**src/hw/rtl/bffa_pkg.sv**
```systemverilog
package bffa_pkg;

    // Bitmap geometry
    localparam int MAP_WORDS  = 32;
    localparam int WORD_BITS  = 32;
    localparam int WORD_AW    = $clog2(MAP_WORDS);
    localparam int BIT_AW     = $clog2(WORD_BITS);
    localparam int IDX_W      = 10;
    localparam int CNT_W      = 6;

    // Most words a 10-bit index can name
    localparam int INDEX_WORD_LIMIT = 32;
    localparam int ACTIVE_LIMIT =
        (MAP_WORDS < INDEX_WORD_LIMIT) ? MAP_WORDS : INDEX_WORD_LIMIT;

    localparam logic [CNT_W-1:0] WORDS_RESET = CNT_W'(32);

    // Request modes
    localparam logic MODE_ALLOC = 1'b0;
    localparam logic MODE_FREE  = 1'b1;

    // Result status codes
    localparam logic [1:0] STATUS_OK        = 2'd0;
    localparam logic [1:0] STATUS_FULL      = 2'd1;
    localparam logic [1:0] STATUS_BAD_INDEX = 2'd2;

    typedef enum logic [1:0] {
        ST_IDLE,
        ST_SCAN,
        ST_MODIFY,
        ST_DONE
    } state_t;

endpackage

```
**src/hw/rtl/bitmap_first_free_allocator_top.sv**
```systemverilog
// First-free bitmap allocator. The block holds a bitmap of 32-bit words in
// which a one marks a free resource; after reset every bit is free. An
// allocate request (s_mode = 0) returns the lowest-numbered free bit among
// the active words, clears it and reports status 0, or status 1 with index 0
// when no active bit is free. A free request (s_mode = 1) sets bit
// s_bit_index and echoes it with status 0, or leaves the map alone and
// reports status 2 when the index lies in a word outside the active range.
// The active range is words 0 .. words_in_use-1, written through cfg_wr_en /
// cfg_wr_data; the user must write it only while no request is in flight,
// which the block itself does not enforce (reset value 32; values above 32
// act as 32, zero makes every word inactive). A request moves through the
// sequencer states in order: the idle state in which it is taken, the scan
// state in which a shared 32-bit priority encoder picks the word from a
// per-word nonempty summary and the word is read from the bitmap RAM, the
// modify state in which the same encoder picks the bit inside the read word
// and the word is written back, and the done state that moves the result
// into the output register and raises m_valid. Full and bad-index requests
// skip the modify state. s_ready is high only while the sequencer is idle,
// so no new request is taken until the last one has left the done state; a
// result that finds the output register still occupied holds the sequencer
// until m_ready frees it. The output register lets the next request be
// taken while a result still waits for m_ready. No clearing pass is needed
// after reset: per-word valid bits make an unwritten word read as all free.
module bitmap_first_free_allocator_top (
    input  logic                           aclk,
    input  logic                           aresetn,

    input  logic                           cfg_wr_en,
    input  logic [bffa_pkg::CNT_W-1:0]     cfg_wr_data,

    input  logic                           s_valid,
    output logic                           s_ready,
    input  logic                           s_mode,
    input  logic [bffa_pkg::IDX_W-1:0]     s_bit_index,

    output logic                           m_valid,
    input  logic                           m_ready,
    output logic [bffa_pkg::IDX_W-1:0]     m_granted_index,
    output logic [1:0]                     m_status
);
    import bffa_pkg::*;

    // Sequencer and request registers
    state_t                 state_reg, state_next;
    logic                   mode_reg, mode_next;
    logic [IDX_W-1:0]       idx_reg, idx_next;
    logic [WORD_AW-1:0]     word_addr_reg, word_addr_next;

    // Result waiting for the output slot
    logic [IDX_W-1:0]       res_index_reg, res_index_next;
    logic [1:0]             res_status_reg, res_status_next;

    // Output register
    logic                   m_valid_reg, m_valid_next;
    logic [IDX_W-1:0]       out_index_reg, out_index_next;
    logic [1:0]             out_status_reg, out_status_next;

    // Configuration and per-word bookkeeping
    logic [CNT_W-1:0]       words_reg;
    logic [MAP_WORDS-1:0]   nonempty_reg, nonempty_next;
    logic [MAP_WORDS-1:0]   word_valid_reg;

    // Bitmap RAM with registered read
    logic [WORD_BITS-1:0]   map_mem [MAP_WORDS];
    logic [WORD_BITS-1:0]   rd_word_reg;
    logic                   rd_valid_reg;
    logic                   mem_rd_en;
    logic [WORD_AW-1:0]     mem_rd_addr;
    logic                   mem_we;
    logic [WORD_BITS-1:0]   mem_wdata;
    logic [WORD_BITS-1:0]   rd_word_eff;

    // Active range
    logic [CNT_W-1:0]       active_cnt;
    logic [MAP_WORDS-1:0]   active_mask;

    // Shared priority encoder
    logic [WORD_BITS-1:0]   enc_in;
    logic [BIT_AW-1:0]      enc_idx;
    logic                   enc_any;

    logic                   out_free;
    logic [WORD_BITS-1:0]   bit_mask;

    // Cap the word count at what the map and the index can hold
    always_comb begin
        if (words_reg > CNT_W'(ACTIVE_LIMIT)) begin
            active_cnt = CNT_W'(ACTIVE_LIMIT);
        end else begin
            active_cnt = words_reg;
        end
    end

    always_comb begin
        for (int w = 0; w < MAP_WORDS; w++) begin
            active_mask[w] = (CNT_W'(w) < active_cnt);
        end
    end

    // Unwritten words read as all free
    assign rd_word_eff = rd_valid_reg ? rd_word_reg : {WORD_BITS{1'b1}};

    // Encoder source: word summary while scanning, the read word while modifying
    always_comb begin
        if (state_reg == ST_SCAN) begin
            enc_in = WORD_BITS'(nonempty_reg & active_mask);
        end else begin
            enc_in = rd_word_eff;
        end
    end

    // Lowest set bit; scan from the top so the lowest one wins
    always_comb begin
        enc_idx = '0;
        for (int b = WORD_BITS - 1; b >= 0; b--) begin
            if (enc_in[b]) begin
                enc_idx = BIT_AW'(b);
            end
        end
        enc_any = |enc_in;
    end

    assign out_free = !m_valid_reg || m_ready;

    // Next state
    always_comb begin
        state_next = state_reg;
        case (state_reg)
            ST_IDLE: begin
                if (s_valid) begin
                    state_next = ST_SCAN;
                end
            end
            ST_SCAN: begin
                if (mode_reg == MODE_ALLOC) begin
                    state_next = enc_any ? ST_MODIFY : ST_DONE;
                end else if (CNT_W'(idx_reg[IDX_W-1:BIT_AW]) >= active_cnt) begin
                    state_next = ST_DONE;
                end else begin
                    state_next = ST_MODIFY;
                end
            end
            ST_MODIFY: begin
                state_next = ST_DONE;
            end
            ST_DONE: begin
                if (out_free) begin
                    state_next = ST_IDLE;
                end
            end
            default: begin
                state_next = ST_IDLE;
            end
        endcase
    end

    // Datapath and outputs
    always_comb begin
        mode_next       = mode_reg;
        idx_next        = idx_reg;
        word_addr_next  = word_addr_reg;
        res_index_next  = res_index_reg;
        res_status_next = res_status_reg;
        nonempty_next   = nonempty_reg;
        m_valid_next    = m_valid_reg && !m_ready;
        out_index_next  = out_index_reg;
        out_status_next = out_status_reg;
        mem_rd_en       = 1'b0;
        mem_rd_addr     = word_addr_reg;
        mem_we          = 1'b0;
        mem_wdata       = rd_word_eff;
        bit_mask        = '0;
        s_ready         = 1'b0;

        case (state_reg)
            ST_IDLE: begin
                s_ready   = 1'b1;
                mode_next = s_mode;
                idx_next  = s_bit_index;
            end
            ST_SCAN: begin
                if (mode_reg == MODE_ALLOC) begin
                    // Pick the first nonempty active word
                    res_index_next  = '0;
                    res_status_next = STATUS_FULL;
                    if (enc_any) begin
                        word_addr_next = WORD_AW'(enc_idx);
                        mem_rd_addr    = WORD_AW'(enc_idx);
                        mem_rd_en      = 1'b1;
                    end
                end else begin
                    // Free: echo the index, drop it if outside the active words
                    res_index_next  = idx_reg;
                    res_status_next = STATUS_BAD_INDEX;
                    word_addr_next  = WORD_AW'(idx_reg[IDX_W-1:BIT_AW]);
                    mem_rd_addr     = WORD_AW'(idx_reg[IDX_W-1:BIT_AW]);
                    if (CNT_W'(idx_reg[IDX_W-1:BIT_AW]) < active_cnt) begin
                        mem_rd_en = 1'b1;
                    end
                end
            end
            ST_MODIFY: begin
                mem_we          = 1'b1;
                res_status_next = STATUS_OK;
                if (mode_reg == MODE_ALLOC) begin
                    bit_mask       = WORD_BITS'(1) << enc_idx;
                    mem_wdata      = rd_word_eff & ~bit_mask;
                    nonempty_next[word_addr_reg] = |(rd_word_eff & ~bit_mask);
                    res_index_next = IDX_W'({word_addr_reg, enc_idx});
                end else begin
                    bit_mask       = WORD_BITS'(1) << idx_reg[BIT_AW-1:0];
                    mem_wdata      = rd_word_eff | bit_mask;
                    nonempty_next[word_addr_reg] = 1'b1;
                    res_index_next = idx_reg;
                end
            end
            ST_DONE: begin
                // Hold the result until the output slot frees up
                if (out_free) begin
                    m_valid_next    = 1'b1;
                    out_index_next  = res_index_reg;
                    out_status_next = res_status_reg;
                end
            end
            default: begin
                s_ready = 1'b0;
            end
        endcase
    end

    // Control registers
    always_ff @(posedge aclk) begin
        if (!aresetn) begin
            state_reg      <= ST_IDLE;
            m_valid_reg    <= 1'b0;
            words_reg      <= WORDS_RESET;
            nonempty_reg   <= {MAP_WORDS{1'b1}};
            word_valid_reg <= '0;
        end else begin
            state_reg    <= state_next;
            m_valid_reg  <= m_valid_next;
            nonempty_reg <= nonempty_next;
            if (cfg_wr_en) begin
                words_reg <= cfg_wr_data;
            end
            if (mem_we) begin
                word_valid_reg[word_addr_reg] <= 1'b1;
            end
        end
    end

    // Payload registers
    always_ff @(posedge aclk) begin
        mode_reg       <= mode_next;
        idx_reg        <= idx_next;
        word_addr_reg  <= word_addr_next;
        res_index_reg  <= res_index_next;
        res_status_reg <= res_status_next;
        out_index_reg  <= out_index_next;
        out_status_reg <= out_status_next;
    end

    // Bitmap RAM
    always_ff @(posedge aclk) begin
        if (mem_we) begin
            map_mem[word_addr_reg] <= mem_wdata;
        end
        if (mem_rd_en) begin
            rd_word_reg  <= map_mem[mem_rd_addr];
            rd_valid_reg <= word_valid_reg[mem_rd_addr];
        end
    end

    assign m_valid         = m_valid_reg;
    assign m_granted_index = out_index_reg;
    assign m_status        = out_status_reg;

endmodule

```
**config.mk**
```make
export PLATFORM = sky130hd
export DESIGN_NAME = bitmap_first_free_allocator_top
export DESIGN_NICKNAME = d
export VERILOG_FILES = /design/src/hw/rtl/bffa_pkg.sv /design/src/hw/rtl/bitmap_first_free_allocator_top.sv
export SDC_FILE = /design/constraint.sdc
export NUM_CORES = 2
export LEC_CHECK = 0
export BUFFER_PORTS_ARGS = -buffer_cell sky130_fd_sc_hd__buf_4
export CORE_MARGIN = 1.5
export CORE_UTILIZATION = 50
export CTS_BUF_LIST = sky130_fd_sc_hd__clkbuf_4 sky130_fd_sc_hd__clkbuf_8
export DETAILED_ROUTE_END_ITERATION = 10
export PLACE_DENSITY_LB_ADDON = 0.08
export RECOVER_POWER = 100
export SLEW_MARGIN = 20
export SYNTH_ARGS = -nofsm -noshare
export SYNTH_HDL_FRONTEND = slang
export SYNTH_SLANG_ARGS = --single-unit
```
**constraint.sdc**
```tcl
create_clock -name aclk -period 9.95 [get_ports aclk]
set_input_delay 0.4975 -clock aclk [delete_from_list [all_inputs] [get_ports aclk]]
set_output_delay 0.4975 -clock aclk [all_outputs]
set_load 0.02 [all_outputs]
```
# == Word-level counts from Yosys, hierarchy flattened ==
# Memories as Yosys holds them, arrays and structs flattened. A register that Yosys moved wholly into a read port is not among the register bits.
# Cells that the tools add are included.
# classes
n_eq_ne,5
muxes,67
order_cmp,38
n_reduce_logical,11
shift,2
bitwise,6
# ops
op,n
5-bit 2-to-1 mux,35
32-bit 2-to-1 mux,5
"5-bit by 6-bit < comparator with 1-bit output, first input constant",16
32-bit bitwise OR,3
32-bit AND,2
32-bit OR reduction,2
"1-bit by 5-bit << shifter with 32-bit output, first input constant",2
"4-bit by 6-bit < comparator with 1-bit output, first input constant",8
32-bit bitwise mux,1
32-bit inverter,1
"3-bit by 6-bit < comparator with 1-bit output, first input constant",4
10-bit 2-to-1 mux,2
10-bit one-hot mux with 2 select lines,1
1-bit 2-to-1 mux,15
"1-bit by 6-bit < comparator with 1-bit output, first input constant",2
"2-bit by 6-bit < comparator with 1-bit output, first input constant",2
"5-bit by 6-bit < comparator with 1-bit output, second input constant",2
2-bit one-hot mux with 4 select lines,1
5-bit by 6-bit greater-or-equal comparator with 1-bit output,1
"6-bit greater-than comparator, second input constant",1
5-bit by 6-bit < comparator with 1-bit output,1
2-bit 2-to-1 mux,3
6-bit 2-to-1 mux,1
1-bit binary-select mux with 5-bit select,1
12 further kinds,17
# word_totals
in_bits,22
ramBits,1024
elab_cells,143
register_bits,114
output_inout_bits,14
memories,1
# memory_table
name,depth,width,rd,rd_ports_with_merged_regs,wr,line_no,rtl
map_mem,32,32,1,1,1,bitmap_first_free_allocator_top.sv:64,logic [WORD_BITS-1:0] map_mem [MAP_WORDS];

# == Longest topological paths before layout ==
# depth
depth_word,43
mapped_depth,21
mapped_depth_nobuf,14

# == Worst setup path after synthesis ==
# OpenSTA, ideal clock, no wires.
# synth_path
kind,register to register
start,reg state_reg[1]
end,mem map_mem[0][12] (data pin)
setup_ns,0.500
setup_slack_ns,5.666
required_ns,9.450
stages_incl_launch_ff,16
t_arrival_ns,3.784
period_less_slack_ns,4.284
path_buffers,4
path_cell_list,dfxtp_1 -> inv_1 -> ha_1 -> buf_2 -> or4b_1 -> o211ai_1 -> nor4b_2 -> nand3_1 -> a31o_2 -> a21o_1 -> buf_2 -> buf_2 -> or3_1 -> clkbuf_1 -> o21ai_0 -> o21ai_0
# synth_between
elab_chain_cells,39
elab_cells_between_ends,40
cone_classes,eq/ne (2); shift (1); mux (35); bitwise (2)
# synth_rtl
item,line_no,rtl
"start, declared",bitmap_first_free_allocator_top.sv:44,"state_t state_reg, state_next;"
"start signal, assigned",bitmap_first_free_allocator_top.sv:240,state_reg <= state_next;
2-bit by 1-bit == test with 1-bit output,bitmap_first_free_allocator_top.sv:105,if (state_reg == ST_SCAN) begin
32-bit 2-to-1 mux,bitmap_first_free_allocator_top.sv:105,
5-bit 2-to-1 mux (32 in series),bitmap_first_free_allocator_top.sv:116,if (enc_in[b]) begin
1-bit by 5-bit << shifter with 32-bit output,bitmap_first_free_allocator_top.sv:206,bit_mask = WORD_BITS'(1) << enc_idx;
32-bit inverter,bitmap_first_free_allocator_top.sv:207,mem_wdata = rd_word_eff & ~bit_mask;
32-bit AND,bitmap_first_free_allocator_top.sv:207,
32-bit 2-to-1 mux,bitmap_first_free_allocator_top.sv:205,if (mode_reg == MODE_ALLOC) begin
32-bit 2-to-1 mux *,bitmap_first_free_allocator_top.sv:175,case (state_reg)
net mem_wdata[12],bitmap_first_free_allocator_top.sv:70,logic [WORD_BITS-1:0] mem_wdata;
"end, declared",bitmap_first_free_allocator_top.sv:64,
# Mark *: on every way through the listed nets, which the timed path passes. The rest lies on a longest branch.

# == Worst setup path in the final report ==
# layout_path
start,reg state_reg[1]
end,reg rd_word_reg[20] (read register of map_mem) (data pin)
# layout_between
elab_chain_cells,37
elab_cells_between_ends,41
cone_classes,eq/ne (1); mux (39); reduce/logical (1)
# layout_rtl
item,line_no,rtl
2-bit by 1-bit == test with 1-bit output *,"bitmap_first_free_allocator_top.sv:105, bitmap_first_free_allocator_top.sv:175",
32-bit 2-to-1 mux,bitmap_first_free_allocator_top.sv:105,
5-bit 2-to-1 mux (32 in series),bitmap_first_free_allocator_top.sv:116,
5-bit 2-to-1 mux (3 in series),--,
"end, declared",bitmap_first_free_allocator_top.sv:65,logic [WORD_BITS-1:0] rd_word_reg;
# Mark *: on every way between the ends. The rest lies on a longest branch, timed or not.
# A chain may end at the register's enable or synchronous reset.

==> impl_metrics.tcl <==
set metrics [dict create \
    ios 36 \
    crit_end "rd_word_reg[20]" \
    status "complete, but fails checks" \
    slew_headroom_pct -184.1 \
    critPathKind "reg -> reg" \
    fin_ws_ps 1822 \
    cts_tree "yes" \
    ys_types 99 \
    synth_area_um2 48660 \
    die_y_um 315.0 \
    track_usage_pct 30.47 \
    core_um2 96570 \
    arrival_ps 8800 \
    critical_path_buf_inv_count 5 \
    drc_errors 0 \
    grt_pass1_vias 29480 \
    final_nets 3536 \
    clockBufferDepth 3 \
    cp_num_cells 16 \
    synth_area_per_cell_um2 14.49 \
    grt_first_pass_wirelength_um 212900 \
    numCtsBuffers 186 \
    hpwlAfterDp_um 83610 \
    fillers 7797 \
    cp.required_ps 10620 \
    io_buffers 35 \
    largest_reg_flops 1024 \
    p_leak_nw 18.00 \
    r2r-end "rd_word_reg[20]" \
    setup_viol 0 \
    via_per_inst 6.222 \
    overflow 0 \
    row_count 114 \
    ys_seq_elements 1170 \
    violations "max-capacitance violations, max-slew violations" \
    final_cell_mix "edfxtp_1, nand2_1, mux2i_1, nand3_1, clkbuf_8" \
    crit_start "state_reg[1]" \
    crit_fanout 61 \
    dieArea_um2 99200 \
    synth_top_cell_area_share_pct 67.39 \
    insertion_delay_ps 870 \
    ys_top_cells_by_area "edfxtp_1, mux2i_1, nand2_1, dfxtp_1, nand3_1" \
    ys_seq_area_share_pct 70.60 \
    start_kind "register" \
    synth_cells 3359 \
    async_flop_share_pct 0 \
    hold_class "in -> reg" \
    cap_violations 51 \
    clock.fmax_ghz 0.1230 \
    fin_setup_tns_ps 0 \
    num_vias 30680 \
    wire_per_inst_um 30.60 \
    r2r_slack_ps 1820 \
    path_delay_family "simple AND/OR/NAND/NOR gates" \
    htreeDepth 4 \
    worstPathCellList "inv_1 -> ha_1 -> buf_4 -> inv_1 -> and2_0 -> nor4_1 -> nand4_4 -> nor2_1 -> a21boi_1 -> a21boi_4 -> clkinvlp_2 -> and4_1 -> buf_4 -> a22oi_1 -> o211ai_1 -> nor4_2" \
    finClkSkew_ps 47.60 \
    max_stage_delay_ps 1170 \
    timing.final.crit_share_pct 81.69 \
    wl_um 150900 \
    peakVddDrop_mv 0.3235 \
    dr.first_iter.drc_count 3468 \
    yosys_warnings 0 \
    synth_nets 3390 \
    die_w_um 315.0 \
    hold_violations 0 \
    cpMaxStageDelayCell "nor4_1" \
    antenna_found_initial 4 \
    regMostFlops "map_mem" \
    final_common_cell "edfxtp_1" \
    ff2ff_path_depth 16 \
    dp_slack_ps 3251 \
    synth_top_area_cell "edfxtp_1" \
    clkTransAtPathRegs_ps 60 \
    min_period_ps 8128 \
    regToRegStartpoint "state_reg[1]" \
    rsz0062_at_grt "no" \
    syn_to_final_growth_pct 10.54 \
    power_density_nw_per_um2 303.7 \
    yosys_most_used_dff "edfxtp_1" \
    cts_root_buf "clkbuf_8" \
    grt_max_degree 164 \
    finalWeightedCongestion 0.9235 \
    drt_pass1_iterations 6 \
    ant_nets 0 \
    drive_gt1_share_pct 13.22 \
    maxSlewViolCount 1508 \
    start_util_pct 50.39 \
    end_kind "register" \
    tightestPinTransition_ps 4262 \
    clock_sinks 1170 \
    synth_edf_count 1092 \
]
power breakdown:
group | internal, mW | leakage (nW) | switching, mW
Combinational | 1.67 | 5.78 | 3.96
Sequential | 6.43 | 10.3 | 0.319
Clock | 2.09 | 1.91 | 1.86
timing repair:
action / in CTS / in global routing
endpoints found under the hold margin: 18 / 0
gates resized for setup: 0 / 0
setup buffers: 0 / 0
hold buffers: 24 / 0
cell type report:
| cell class | count | area [um2] | area share [%] |
|---|---|---|---|
| diodes | 1 | 2.502 | 0.004652 |
| clock buffers | 265 | 3191 | 5.932 |
| clock inverters | 72 | 394.1 | 0.7327 |
| inverters | 26 | 108.9 | 0.2024 |
| multi-input cells | 1955 | 13110 | 24.37 |
| flip-flops and latches | 1170 | 34350 | 63.87 |
| well taps | 1276 | 1597 | 2.968 |
| repair buffers | 166 | 1033 | 1.921 |
worst min path at each step:
stage                      startpoint            endpoint  slack (ps)  cells past startpoint
floorplan            res_index_reg[0]  m_granted_index[0]         400                      0
global placement     res_index_reg[3]  m_granted_index[3]         400                      0
detailed placement  res_status_reg[1]         m_status[1]         400                      0
CTS                           s_valid        state_reg[1]          60                      4
global route                  s_valid        state_reg[0]         150                      4
finish                        s_valid        state_reg[1]         140                      4
synth_stat cells, types with 35 or more instances:
cell,number
edfxtp_1,1092
nand2_1,457
mux2i_1,356
nand3_1,226
nor2_1,113
buf_2,107
o21ai_0,92
dfxtp_1,78
clkbuf_1,52
a21oi_1,50
o211ai_1,49
a22oi_1,46
nand4_1,46
nor4_1,44
nor3b_1,39
o21a_1,39
a221oi_1,35
tightest hold or removal path, cell delays in order:
cell and delay [ps]:
buf_4 80, o21ai_0 120, mux2i_1 170, nor2b_1 60
routing by layer:
layer | GRT usage [%] | vias to the layer above | share of wire, %
li1 | - | 13330 | -
met1 | 41.94 | 15610 | 41
met2 | 47.83 | 1422 | 46
met3 | 5.361 | 323 | 7.9
met4 | 13.08 | 0 | 4.3
met5 | 0 | - | 0
through the flow:
stage,util [%],area (um2),hold WS (ps),std cells,power [mW]
finish,55.70,53790,138.4,4931,16.34
global placement,52.45,50650,400.8,4569,12.46
global route,55.70,53790,148.4,4931,17.01
CTS,56.43,54490,63.93,4930,16.51
floorplan,-,48660,400.3,3359,10.53
detailed placement,52.47,50660,404.5,4569,12.55
kinds of logic after synthesis:
family	after synthesis	share of synthesized area, %
adder cells (fa/ha/maj)	9	0.2314
multiplexers	357	7.369
AND/OR/NAND/NOR	1097	11.58
flip-flops	1170	70.60
AO/OA/AOI/OAI	492	7.696
buffers and inverters	234	2.525
No activity file was read; power rests on OpenSTA's default activity.
